===== config.mk =====
export PLATFORM = sky130hd
export DESIGN_NAME = length_prefixed_packet_deframer
export DESIGN_NICKNAME = d
export VERILOG_FILES = /design/src/rtl/lppd_pkg.sv /design/src/rtl/lppd_cfg.sv /design/src/rtl/lppd_parse.sv /design/src/rtl/lppd_out_reg.sv /design/src/rtl/length_prefixed_packet_deframer.sv
export SDC_FILE = /design/constraint.sdc
export NUM_CORES = 1
export LEC_CHECK = 0
export BUFFER_PORTS_ARGS = -buffer_cell sky130_fd_sc_hd__buf_2
export CAP_MARGIN = 20
export CORE_MARGIN = 4
export CORE_UTILIZATION = 57
export CTS_BUF_LIST = sky130_fd_sc_hd__clkbuf_2
export DETAILED_ROUTE_END_ITERATION = 6
export GPL_TIMING_DRIVEN = 0
export PLACE_DENSITY = 0.8
export SLEW_MARGIN = 5
export SYNTH_ARGS = -nofsm -noshare
export SYNTH_HDL_FRONTEND = slang
export SYNTH_HIERARCHICAL = 1
export SYNTH_SLANG_ARGS = --single-unit

===== constraint.sdc =====
create_clock -name clk -period 4.2 [get_ports clk]
set_input_delay 0.42 -clock clk [delete_from_list [all_inputs] [get_ports clk]]
set_output_delay 0.42 -clock clk [all_outputs]
set_load 0.01 [all_outputs]

===== src/rtl/lppd_pkg.sv =====
// Shared types and constants for the length-prefixed packet deframer.
package lppd_pkg;

  localparam int COUNT_BITS = 26;
  localparam int LIM_W      = 34;
  localparam int ADDR_W     = 3;
  localparam logic [26:0] MAX_LEN_RESET = 27'd67108864;
  localparam logic [ADDR_W-1:0] ADDR_MAX_LEN = 3'd0;

  typedef enum logic [1:0] {
    KIND_PAYLOAD = 2'd0,
    KIND_EMPTY   = 2'd1,
    KIND_BAD_LEN = 2'd2
  } kind_t;

  typedef enum logic [3:0] {
    PH_HEADER  = 4'b0001,
    PH_TYPE    = 4'b0010,
    PH_PAYLOAD = 4'b0100,
    PH_HALTED  = 4'b1000
  } phase_t;

  typedef struct packed {
    kind_t       kind;
    logic [7:0]  ptype;
    logic [7:0]  value;
    logic        first;
    logic        last;
    logic [31:0] rejected;
  } result_t;

endpackage


===== src/rtl/lppd_cfg.sv =====
// Configuration register file with APB-style access.
module lppd_cfg (
  input  logic                        clk,
  input  logic                        rst_n,
  input  logic                        psel,
  input  logic                        penable,
  input  logic                        pwrite,
  input  logic [lppd_pkg::ADDR_W-1:0] paddr,
  input  logic [31:0]                 pwdata,
  output logic [31:0]                 prdata,
  output logic                        pready,
  output logic [26:0]                 max_len
);
  import lppd_pkg::*;

  logic [26:0] max_len_r;
  logic [26:0] max_len_nxt;
  logic        wr_en;

  assign pready = 1'b1;
  assign wr_en  = psel && penable && pwrite && (paddr == ADDR_MAX_LEN);

  always_comb begin
    max_len_nxt = max_len_r;
    if (wr_en) begin
      max_len_nxt = pwdata[26:0];
    end
  end

  always_ff @(posedge clk) begin
    if (!rst_n) begin
      max_len_r <= MAX_LEN_RESET;
    end else begin
      max_len_r <= max_len_nxt;
    end
  end

  assign prdata  = (paddr == ADDR_MAX_LEN) ? {5'd0, max_len_r} : 32'd0;
  assign max_len = max_len_r;

endmodule


===== src/rtl/lppd_parse.sv =====
// Per-byte framing state and result computation.
module lppd_parse (
  input  logic                  clk,
  input  logic                  rst_n,
  input  logic                  in_fire,
  input  logic [7:0]            data_byte,
  input  logic [26:0]           max_len,
  output logic                  res_vld,
  output lppd_pkg::result_t     res
);
  import lppd_pkg::*;

  phase_t                phase_r,  phase_nxt;
  logic [1:0]            hdr_r,    hdr_nxt;
  logic [31:0]           shift_r,  shift_nxt;
  logic [COUNT_BITS-1:0] rem_r,    rem_nxt;
  logic [7:0]            type_r,   type_nxt;
  logic                  first_r,  first_nxt;
  logic [LIM_W-1:0]      cap;
  logic [LIM_W-1:0]      limit;
  logic [31:0]           len_m1;

  // Accepted maximum is capped at the counter range.
  assign cap    = LIM_W'(1) << COUNT_BITS;
  assign limit  = (LIM_W'(max_len) > cap) ? cap : LIM_W'(max_len);
  assign len_m1 = shift_r - 32'd1;

  always_comb begin
    phase_nxt = phase_r;
    hdr_nxt   = hdr_r;
    shift_nxt = shift_r;
    rem_nxt   = rem_r;
    type_nxt  = type_r;
    first_nxt = first_r;
    res_vld   = 1'b0;
    res       = '0;
    if (in_fire) begin
      case (phase_r)
        PH_HEADER: begin
          shift_nxt = {shift_r[23:0], data_byte};
          if (hdr_r != 2'd3) begin
            hdr_nxt = hdr_r + 2'd1;
          end else begin
            hdr_nxt = 2'd0;
            if (shift_nxt == 32'd0 || LIM_W'(shift_nxt) > limit) begin
              phase_nxt    = PH_HALTED;
              res_vld      = 1'b1;
              res.kind     = KIND_BAD_LEN;
              res.rejected = shift_nxt;
            end else begin
              phase_nxt = PH_TYPE;
            end
          end
        end
        PH_TYPE: begin
          type_nxt = data_byte;
          if (shift_r == 32'd1) begin
            phase_nxt = PH_HEADER;
            res_vld   = 1'b1;
            res.kind  = KIND_EMPTY;
            res.ptype = data_byte;
            res.last  = 1'b1;
          end else begin
            rem_nxt   = len_m1[COUNT_BITS-1:0];
            first_nxt = 1'b1;
            phase_nxt = PH_PAYLOAD;
          end
        end
        PH_PAYLOAD: begin
          res_vld   = 1'b1;
          res.kind  = KIND_PAYLOAD;
          res.ptype = type_r;
          res.value = data_byte;
          res.first = first_r;
          res.last  = (rem_r <= COUNT_BITS'(1));
          first_nxt = 1'b0;
          if (rem_r != '0) begin
            rem_nxt = rem_r - COUNT_BITS'(1);
          end
          if (rem_nxt == '0) begin
            phase_nxt = PH_HEADER;
            first_nxt = 1'b1;
          end
        end
        default: begin
          phase_nxt = phase_r;
        end
      endcase
    end
  end

  always_ff @(posedge clk) begin
    if (!rst_n) begin
      phase_r <= PH_HEADER;
      hdr_r   <= 2'd0;
      shift_r <= 32'd0;
      rem_r   <= '0;
      type_r  <= 8'd0;
      first_r <= 1'b1;
    end else begin
      phase_r <= phase_nxt;
      hdr_r   <= hdr_nxt;
      shift_r <= shift_nxt;
      rem_r   <= rem_nxt;
      type_r  <= type_nxt;
      first_r <= first_nxt;
    end
  end

endmodule


===== src/rtl/lppd_out_reg.sv =====
// Result register between the parser and the output channel.
module lppd_out_reg (
  input  logic              clk,
  input  logic              rst_n,
  input  logic              in_fire,
  input  logic              res_vld,
  input  lppd_pkg::result_t res,
  input  logic              out_ready,
  output logic              out_valid,
  output lppd_pkg::result_t out_res,
  output logic              take_ok
);
  import lppd_pkg::*;

  logic    valid_r, valid_nxt;
  result_t res_r;

  // Room for a new item when empty or when the held item leaves now.
  assign take_ok = !valid_r || out_ready;

  always_comb begin
    if (in_fire) begin
      valid_nxt = res_vld;
    end else if (out_ready) begin
      valid_nxt = 1'b0;
    end else begin
      valid_nxt = valid_r;
    end
  end

  always_ff @(posedge clk) begin
    if (!rst_n) begin
      valid_r <= 1'b0;
    end else begin
      valid_r <= valid_nxt;
    end
  end

  always_ff @(posedge clk) begin
    if (in_fire && res_vld) begin
      res_r <= res;
    end
  end

  assign out_valid = valid_r;
  assign out_res   = res_r;

endmodule


===== src/rtl/length_prefixed_packet_deframer.sv =====
// A result item is registered and appears in the cycle after the input byte that causes it.
// Throughput: one byte per cycle while out_ready is high or the result register
// is empty; framing state and result register update in the cycle a byte is taken.
// Reset (rst_n low, synchronous): header phase, counters cleared, result
// register empty, max_packet_length back to 2^26. No clearing pass needed.
// After a bad length the block keeps accepting bytes and drops them until reset.
module length_prefixed_packet_deframer (
  input  logic                        clk,
  input  logic                        rst_n,
  // input byte stream
  input  logic                        in_valid,
  output logic                        in_ready,
  input  logic [7:0]                  in_data_byte,
  // result stream
  output logic                        out_valid,
  input  logic                        out_ready,
  output logic [1:0]                  out_result_kind,
  output logic [7:0]                  out_packet_type,
  output logic [7:0]                  out_payload_value,
  output logic                        out_first_of_packet,
  output logic                        out_last_of_packet,
  output logic [31:0]                 out_rejected_length,
  // configuration
  input  logic                        psel,
  input  logic                        penable,
  input  logic                        pwrite,
  input  logic [lppd_pkg::ADDR_W-1:0] paddr,
  input  logic [31:0]                 pwdata,
  output logic [31:0]                 prdata,
  output logic                        pready
);
  import lppd_pkg::*;

  logic        in_fire;
  logic        take_ok;
  logic        res_vld;
  logic [26:0] max_len;
  result_t     res;
  result_t     out_res;

  // An item is taken whenever the result register can absorb what it makes;
  // bytes that make no result also pass through this gate, keeping it simple.
  assign in_ready = take_ok;
  assign in_fire  = in_valid && take_ok;

  lppd_cfg u_cfg (
    .clk     (clk),
    .rst_n   (rst_n),
    .psel    (psel),
    .penable (penable),
    .pwrite  (pwrite),
    .paddr   (paddr),
    .pwdata  (pwdata),
    .prdata  (prdata),
    .pready  (pready),
    .max_len (max_len)
  );

  // Header shift, length check, type capture and payload countdown.
  lppd_parse u_parse (
    .clk       (clk),
    .rst_n     (rst_n),
    .in_fire   (in_fire),
    .data_byte (in_data_byte),
    .max_len   (max_len),
    .res_vld   (res_vld),
    .res       (res)
  );

  // Result register decouples the two handshakes.
  lppd_out_reg u_out (
    .clk       (clk),
    .rst_n     (rst_n),
    .in_fire   (in_fire),
    .res_vld   (res_vld),
    .res       (res),
    .out_ready (out_ready),
    .out_valid (out_valid),
    .out_res   (out_res),
    .take_ok   (take_ok)
  );

  assign out_result_kind     = out_res.kind;
  assign out_packet_type     = out_res.ptype;
  assign out_payload_value   = out_res.value;
  assign out_first_of_packet = out_res.first;
  assign out_last_of_packet  = out_res.last;
  assign out_rejected_length = out_res.rejected;

endmodule

==> reports/results.tsv, run 1 <==
stage	metric	value	unit
worst_hold_path	Hold/Removal Path Class	in2reg	
routing	remaining number of nets flagged by the antenna check after routing	0	
finish	Non-Filler Instances	1387	
die	initial core utilization	58.7	%
synth	instance count of the mapped netlist	997	
power	worst ir drop on vdd	179	uV
finish	share of layout cells above drive strength 1	19.2	%
setup_path	crit path launch type	flop	
synth	count of flip-flops with a built-in enable after synthesis	52	
setup_path	Worst setup EP type	flop	
synth	Seq/Total Area, Yosys	41.5	%
finish	highest-count cells in the layout ignoring fill and taps	201 x nand2_1, 132 x buf_2, 101 x dfxtp_1	
timing	Setup TNS	0	ns
die	Top Ports	137	
finish	nets	1270	
timing	worst slew pin tran	0.735	ns
finish	combined flip-flop and latch cell area	3580	um^2
clocking	total clock buffers created by CTS	17	
power	pwr dens	271	nW/um^2
routing	detailed-route wire length per cell	18.9	um
timing	Final Cycle Share	94.9	%
routing	vias per cell	6.07	
global_route	via count of the first global-routing pass	8005	
routing	final routed wirelength across all metal layers	26.2	mm
synth	Synth Warn #	6	
clocking	CTS tree	built	
die	width of the die	131	um
timing	final clock skew	0.0292	ns
clocking	root buffer cell	clkbuf_2	
synth	Synth Cell Area	8630	um^2
routing	number of detailed-route iterations in the first pass	6	
clocking	clock latency reported for the late side of the worst-skew pair	0.76	ns
timing	unrepaired setup endpoints after global routing	no	
clocking	largest buffer count on any clock path	2	
global_route	total congestion overflow after global routing	0	
place	total half-perimeter wirelength after legalization and detailed placement	18.3	mm
synth	per-instance average area after synthesis	8.66	um^2
global_route	first-pass GRT wire length	40.7	mm
die	core region area	14700	um^2
finish	post-layout instance area	10200	um^2
setup_path	required time reported for the critical path endpoint	4.66	ns
synth	flops & latches, synth	153	
finish	Multi-input gate area	4610	um^2
timing	max-slew violation count	0	
power	Leakage	4.25	nW
routing	total vias in the final route	8416	
place	Inst Count DP	1310	
timing	setup-violating endpoint count in the final report	0	
die	total number of placement rows	44	
flow_run	count of max-cap constraint violations	0	
clocking	Max H-tree Level	4	
die	die area	17200	um^2
clocking	TritonCTS sink count	153	
synth	top_reg_cell synth	dfxtp_1	
synth	count of cell types in the netlist	88	
timing	Tmin final	3.98	ns
setup_path	CP Max Fanout	14	
setup_path	arrival time at the worst endpoint	4.44	ns
global_route	gr usage total	30.4	%
finish	count of filler cells inserted in the layout	1163	
timing	Relative slew margins	50.6	%
status	result of the run	complete, no violations	
place	routability cong.	0.943	
place	worst slack, placed	-1.04	ns
setup_path	Worst Path Class, Setup	reg2reg	
timing	final number of hold-violating endpoints	0	
global_route	antenna violations before repair	1	
routing	number of DRC violations after detailed routing	0	
clocking	clock edge transition at the registers on the reported setup and hold paths	0.24	ns
finish	final core utilization	69.5	%
timing	highest clock frequency the design can meet	0.251	GHz
global_route	pin count of the biggest net entering global routing	27	
synth	share of async-settable or async-resettable flops after synthesis	0	%
finish	most common library cell in the layout ignoring fill and taps	nand2_1	
place	DP Area	9500	um^2
die	chip height	131	um
place	IO Port Bufs	125	
routing	Initial DRC Count	811	
finish	synth-to-layout area growth	18.4	%
timing	setup ws final	0.216	ns
layer usage:
metal	part of all wire [%]	global-route usage (%)	up-vias
met5	0	0	-
met4	3.8	14.5	0
met3	9.3	6.77	91
met2	47	49.4	505
met1	39	38.6	3893
li1	-	-	3927
sequential cells by signal, indices dropped and copies added, names as in the netlist:
register and count:
u_out/out_res 52, u_parse/shift_r 32, u_cfg/max_len 27, u_parse/rem_r 26, u_parse/type_r 8, u_parse/phase_r 4
u_parse/hdr_r 2, u_out/out_valid 1, u_parse/first_r 1
cell type report:
cell class              instances  share of cell area (%)
diodes                          2                  0.0490
plain buffers                  73                    4.36
clock buffers                  18                   0.882
clock inverters                14                    1.65
inverters                      16                   0.588
multi-input cells             762                    45.2
flip-flops and latches        153                    35.1
well taps                     184                    2.25
repair buffers                165                    9.97
worst paths after layout:
path | cells after the start | to | start | slack [ns]
worst max-delay path | 14 | u_out/out_res[19] | u_cfg/max_len[10] | 0.22
worst min-delay path | 4 | u_cfg/max_len[26] | penable | 0.08
worst max register to register | 14 | u_out/out_res[19] | u_cfg/max_len[10] | 0.22
worst min register to register | 2 | u_parse/type_r[7] | u_parse/type_r[7] | 0.48
logic make-up after synthesis:
family | Yosys count | synth area share, %
AOI/OAI and AO/OA | 200 | 14.5
xor gates and xnor gates | 26 | 2.64
adders and majority gates | 32 | 4.64
buffers and inverters | 89 | 5.83
DFF | 153 | 41.5
muxes | 28 | 3.25
other | 2 | 0.0870
and+or+nand+nor | 467 | 27.5
synthesized netlist by cell type (3+ instances only):
cell type | instances | area, um^2
nand2_1 | 201 | 754
dfxtp_1 | 101 | 2020
a21oi_1 | 88 | 440
and2_1 | 64 | 400
nor2_1 | 54 | 203
edfxtp_1 | 52 | 1560
clkbuf_1 | 45 | 169
ha_1 | 32 | 400
o21ai_0 | 29 | 145
mux2i_1 | 28 | 280
nor4_1 | 26 | 163
nor3_1 | 21 | 105
nand3_1 | 18 | 90.1
xnor2_1 | 15 | 131
inv_1 | 14 | 52.6
nand4_1 | 14 | 87.6
and3_1 | 11 | 68.8
xor2_1 | 11 | 96.3
a22oi_1 | 10 | 75.1
o22ai_1 | 9 | 56.3
a31oi_1 | 8 | 50.1
o211ai_1 | 8 | 60.1
buf_2 | 7 | 35.0
buf_4 | 7 | 52.6
nand2b_1 | 6 | 37.5
o21ai_1 | 6 | 30.0
or2_2 | 6 | 37.5
or3_1 | 6 | 37.5
buf_6 | 5 | 56.3
or4_4 | 5 | 56.3
a211oi_1 | 4 | 30.0
nor2b_1 | 4 | 25.0
or4_1 | 4 | 30.0
a21o_1 | 3 | 22.5
a41oi_1 | 3 | 26.3
buf_12 | 3 | 60.1
nand4b_1 | 3 | 26.3
o2111ai_1 | 3 | 26.3
where the power goes:
part | leakage, nW | internal [mW] | switching [mW] | total [mW]
Sequential | 1.38 | 1.53 | 0.0231 | 1.56
Clock | 0.150 | 0.293 | 0.579 | 0.872
Combinational | 2.72 | 0.141 | 0.196 | 0.337
stage by stage:
step / hold slack [ns] / power (mW)
global route: 0.0626 / 2.88
CTS: 0.0209 / 2.77
global placement: 0.445 / 1.88
finish: 0.0840 / 2.77
floorplan: 0.436 / 1.78
detailed placement: 0.449 / 1.88
critical path, stage by stage, from the launching register on:
cell,delay [ns]
dfxtp_1,0.39
nor4_1,0.39
nand4_1,0.22
o21ai_4,0.31
clkbuf_2,0.29
nand2_1,0.11
ha_1,0.30
nand4_1,0.11
a2111o_1,0.40
o211ai_1,0.12
o211ai_1,0.12
buf_4,0.17
a21oi_4,0.15
nand2b_1,0.24
and2_4,0.33
repair_timing:
action	in CTS	in global routing
endpoints found under the hold margin	47	0
setup buffers	1	2
pin swaps	1	1
endpoints found under the setup margin	87	83
hold buffers	37	0
cloned	2	1
gates resized for setup	5	6
No activity file was read; power rests on OpenSTA's default activity.
==> run 2: changes to the inputs <==
--- a/config.mk
+++ b/config.mk
@@ -5,6 +5,7 @@
 export SDC_FILE = /design/constraint.sdc
 export NUM_CORES = 1
 export LEC_CHECK = 0
+export ABC_AREA = 1
 export BUFFER_PORTS_ARGS = -buffer_cell sky130_fd_sc_hd__buf_2
 export CAP_MARGIN = 20
 export CORE_MARGIN = 4
==> reports/results.tsv, run 2 <==
stage	metric	value	unit
status	result of the run	complete, no violations	
routing	number of DRC violations after detailed routing	0	
synth	dominant cell by count in the synthesized netlist	nand2_1	
flow_run	count of max-cap constraint violations	0	
power	pwr dens	455	nW/um^2
setup_path	Reg2Reg Launch Point	u_cfg/max_len[16]	
synth	Synth Warn #	6	
setup_path	arrival time at the worst endpoint	4.47	ns
routing	number of detailed-route iterations in the first pass	5	
global_route	via count of the first global-routing pass	8305	
finish	most common library cell in the layout ignoring fill and taps	nand2_1	
clocking	largest buffer count on any clock path	2	
power	combinational share of power	42.7	%
clocking	total clock buffers created by CTS	17	
die	die area	17500	um^2
synth	flops & latches, synth	153	
place	routability cong.	0.931	
synth	instance count of the mapped netlist	1226	
finish	highest-count cells in the layout ignoring fill and taps	260 x nand2_1, 206 x nor2_1, 142 x inv_1	
power	register share of total power	37.7	%
timing	Tmin final	3.82	ns
die	total number of placement rows	45	
synth	cell taking the most area after synthesis	dfxtp_1	
routing	Initial DRC Count	793	
setup_path	endpoint of the worst register-to-register path	u_out/out_valid	
power	Tot Pwr	4.74	mW
synth	count of cell types in the netlist	45	
global_route	pin count of the biggest net entering global routing	36	
synth	share of async-settable or async-resettable flops after synthesis	0	%
power	NetSw	2.06	mW
finish	share of layout cells above drive strength 1	16.3	%
clocking	CTS tree	built	
power	worst ir drop on vdd	183	uV
die	core region area	15100	um^2
finish	nets	1495	
timing	highest clock frequency the design can meet	0.262	GHz
worst_hold_path	hold path startpoint	paddr[2]	
setup_path	slack of the worst reg-to-reg path	0.38	ns
finish	synth-to-layout area growth	18.2	%
global_route	antenna violations before repair	1	
timing	unrepaired setup endpoints after global routing	no	
clocking	clock latency reported for the late side of the worst-skew pair	0.77	ns
synth	list of most frequent post-synthesis cells	260 x nand2_1, 206 x nor2_1, 144 x inv_1, 109 x a21oi_1, 101 x dfxtp_1	
power	clock group share of total power	19.6	%
clocking	Max H-tree Level	4	
routing	vias per cell	5.50	
global_route	first-pass GRT wire length	41.1	mm
global_route	gr usage total	29.2	%
die	width of the die	132	um
worst_hold_path	Hold/Removal Path Class	in2reg	
routing	final routed wirelength across all metal layers	26.3	mm
global_route	total congestion overflow after global routing	0	
die	initial core utilization	58.1	%
power	Leakage	4.71	nW
routing	detailed-route wire length per cell	16.3	um
timing	setup-violating endpoint count in the final report	0	
clocking	root buffer cell	clkbuf_2	
synth	portion of synthesized cell area occupied by the leading cell type	23.0	%
clocking	TritonCTS sink count	153	
synth	ranking of synthesized cells by area	dfxtp_1 23%, edfxtp_1 18%, nand2_1 11%	
worst_hold_path	number of cells traversed by the worst hold path	5	
setup_path	Worst setup EP type	flop	
power	Switching Share	43.4	%
place	IO Port Bufs	125	
power	internal power	2.68	mW
setup_path	CP Max Fanout	10	
routing	total vias in the final route	8880	
finish	flip-flop count of the largest register after layout	52	
setup_path	crit path launch type	flop	
routing	remaining number of nets flagged by the antenna check after routing	0	
timing	final clock skew	0.0421	ns
place	DP Area	9700	um^2
clocking	clock edge transition at the registers on the reported setup and hold paths	0.25	ns
die	Top Ports	137	
synth	count of flip-flops with a built-in enable after synthesis	52	
place	total half-perimeter wirelength after legalization and detailed placement	19.3	mm
synth	Seq/Total Area, Yosys	40.7	%
synth	per-instance average area after synthesis	7.18	um^2
timing	worst slew pin tran	0.902	ns
die	chip height	132	um
finish	post-layout instance area	10400	um^2
setup_path	required time reported for the critical path endpoint	4.85	ns
setup_path	number of cells traversed by the worst register-to-register path	21	
setup_path	Worst Path Class, Setup	reg2reg	
synth	top_reg_cell synth	dfxtp_1	
timing	Final Cycle Share	90.9	%
timing	final number of hold-violating endpoints	0	
synth	Synth Cell Area	8800	um^2
timing	max-slew violation count	0	
worst_hold_path	hold worst-path end	u_cfg/max_len[0]	
timing	Relative slew margins	39.5	%
run 2: changes by cell type in the layout (fill, tap and decap cells not counted), moves of 11 or more:
| cell | change |
|---|---|
| and3_1 | -11 |
| o21ai_0 | +29 |
| nand3_1 | +51 |
| clkbuf_1 | -20 |
| inv_1 | +128 |
| xnor2_1 | -14 |
| mux2i_1 | -28 |
| nor2_1 | +152 |
| nand2_1 | +59 |
| a21oi_1 | +22 |
| and2_1 | -64 |
| nor4_1 | -16 |
run 2: final cells by class:
cell class | instances | area [um^2]
fillers | 1292 | 4740
diodes | 1 | 2.50
clock buffers | 18 | 90.1
well taps | 188 | 235
repair buffers | 164 | 1020
flip-flops and latches | 153 | 3590
clock inverters | 14 | 183
inverters | 152 | 581
plain buffers | 53 | 337
multi-input cells | 872 | 4360
run 2: worst max-delay path, stage by stage, from the launching register on:
cell and delay (ns):
dfxtp_2 0.40, nor4_4 0.33, nand4_1 0.16, nor2_1 0.11
nor2_1 0.07, inv_2 0.10, buf_6 0.15, nand2_1 0.06
ha_1 0.29, a21oi_1 0.14, nor2_1 0.06, a211oi_1 0.19
o21ai_0 0.14, a21oi_1 0.24, nand2_1 0.08, nand2_1 0.12
nand2_2 0.10, nand3_1 0.12, a21oi_1 0.08, nand2_1 0.18
a21oi_2 0.07, dlygate4sd3_1 0.54
run 2: cells by family after synthesis:
group / after synthesis / synth area share [%]
other: 2 / 0.0853
DFF: 153 / 40.7
AOI/OAI and AO/OA: 192 / 11.7
xor gates and xnor gates: 19 / 1.89
adders and majority gates: 32 / 4.55
and+or+nand+nor: 623 / 30.8
buffers and inverters: 205 / 10.3
run 2: power by group through the flow:
stage	sequential, mW	clock (mW)	combinational [mW]
finish	1.79	0.928	2.02
global route	1.80	0.985	2.27
CTS	1.78	0.934	1.97
detailed placement	1.81	0	1.93
global placement	1.81	0	1.91
floorplan	1.76	0	1.46
run 2: how the worst max path moves through the flow:
stage,startpoint,to,depth (start not counted)
2_1_floorplan,u_cfg/max_len[12],u_out/out_res[0],18
3_3_place_gp,u_cfg/max_len[16],u_out/out_res[23],18
3_5_place_dp,u_cfg/max_len[16],u_out/out_res[17],19
4_1_cts,u_cfg/max_len[16],u_out/out_res[32],19
5_1_grt,u_cfg/max_len[16],u_out/out_valid,21
6_report,u_cfg/max_len[16],u_out/out_valid,21
run 2: timing repair:
action | in CTS | in global routing
resized for setup | 4 | 15
buffers inserted | 0 | 1
hold buffers | 37 | 0
setup endpoints to repair | 54 | 53
hold endpoints to repair | 37 | 0
gates cloned | 0 | 0
pin swaps | 0 | 3
run 2: metal layers:
layer	vias up	track usage (%)	share of wire (%)
met2	386	49.3	48
li1	4359	-	-
met3	83	5.88	6.6
met4	0	13.1	3.9
met1	4052	36.3	41
met5	-	0	0
run 2: stage by stage:
stage	utilization, %	TNS, ns	hold WS, ns	instances	worst slack [ns]
floorplan	-	0	0.429	1230	0.185
global placement	63.9	-69.01	0.442	1543	-1.33
detailed placement	64.0	-23.19	0.451	1544	-0.524
CTS	68.4	0	0.00353	1613	0.0431
global route	68.7	0	0.0233	1615	0.0581
finish	68.7	0	0.0560	1615	0.380
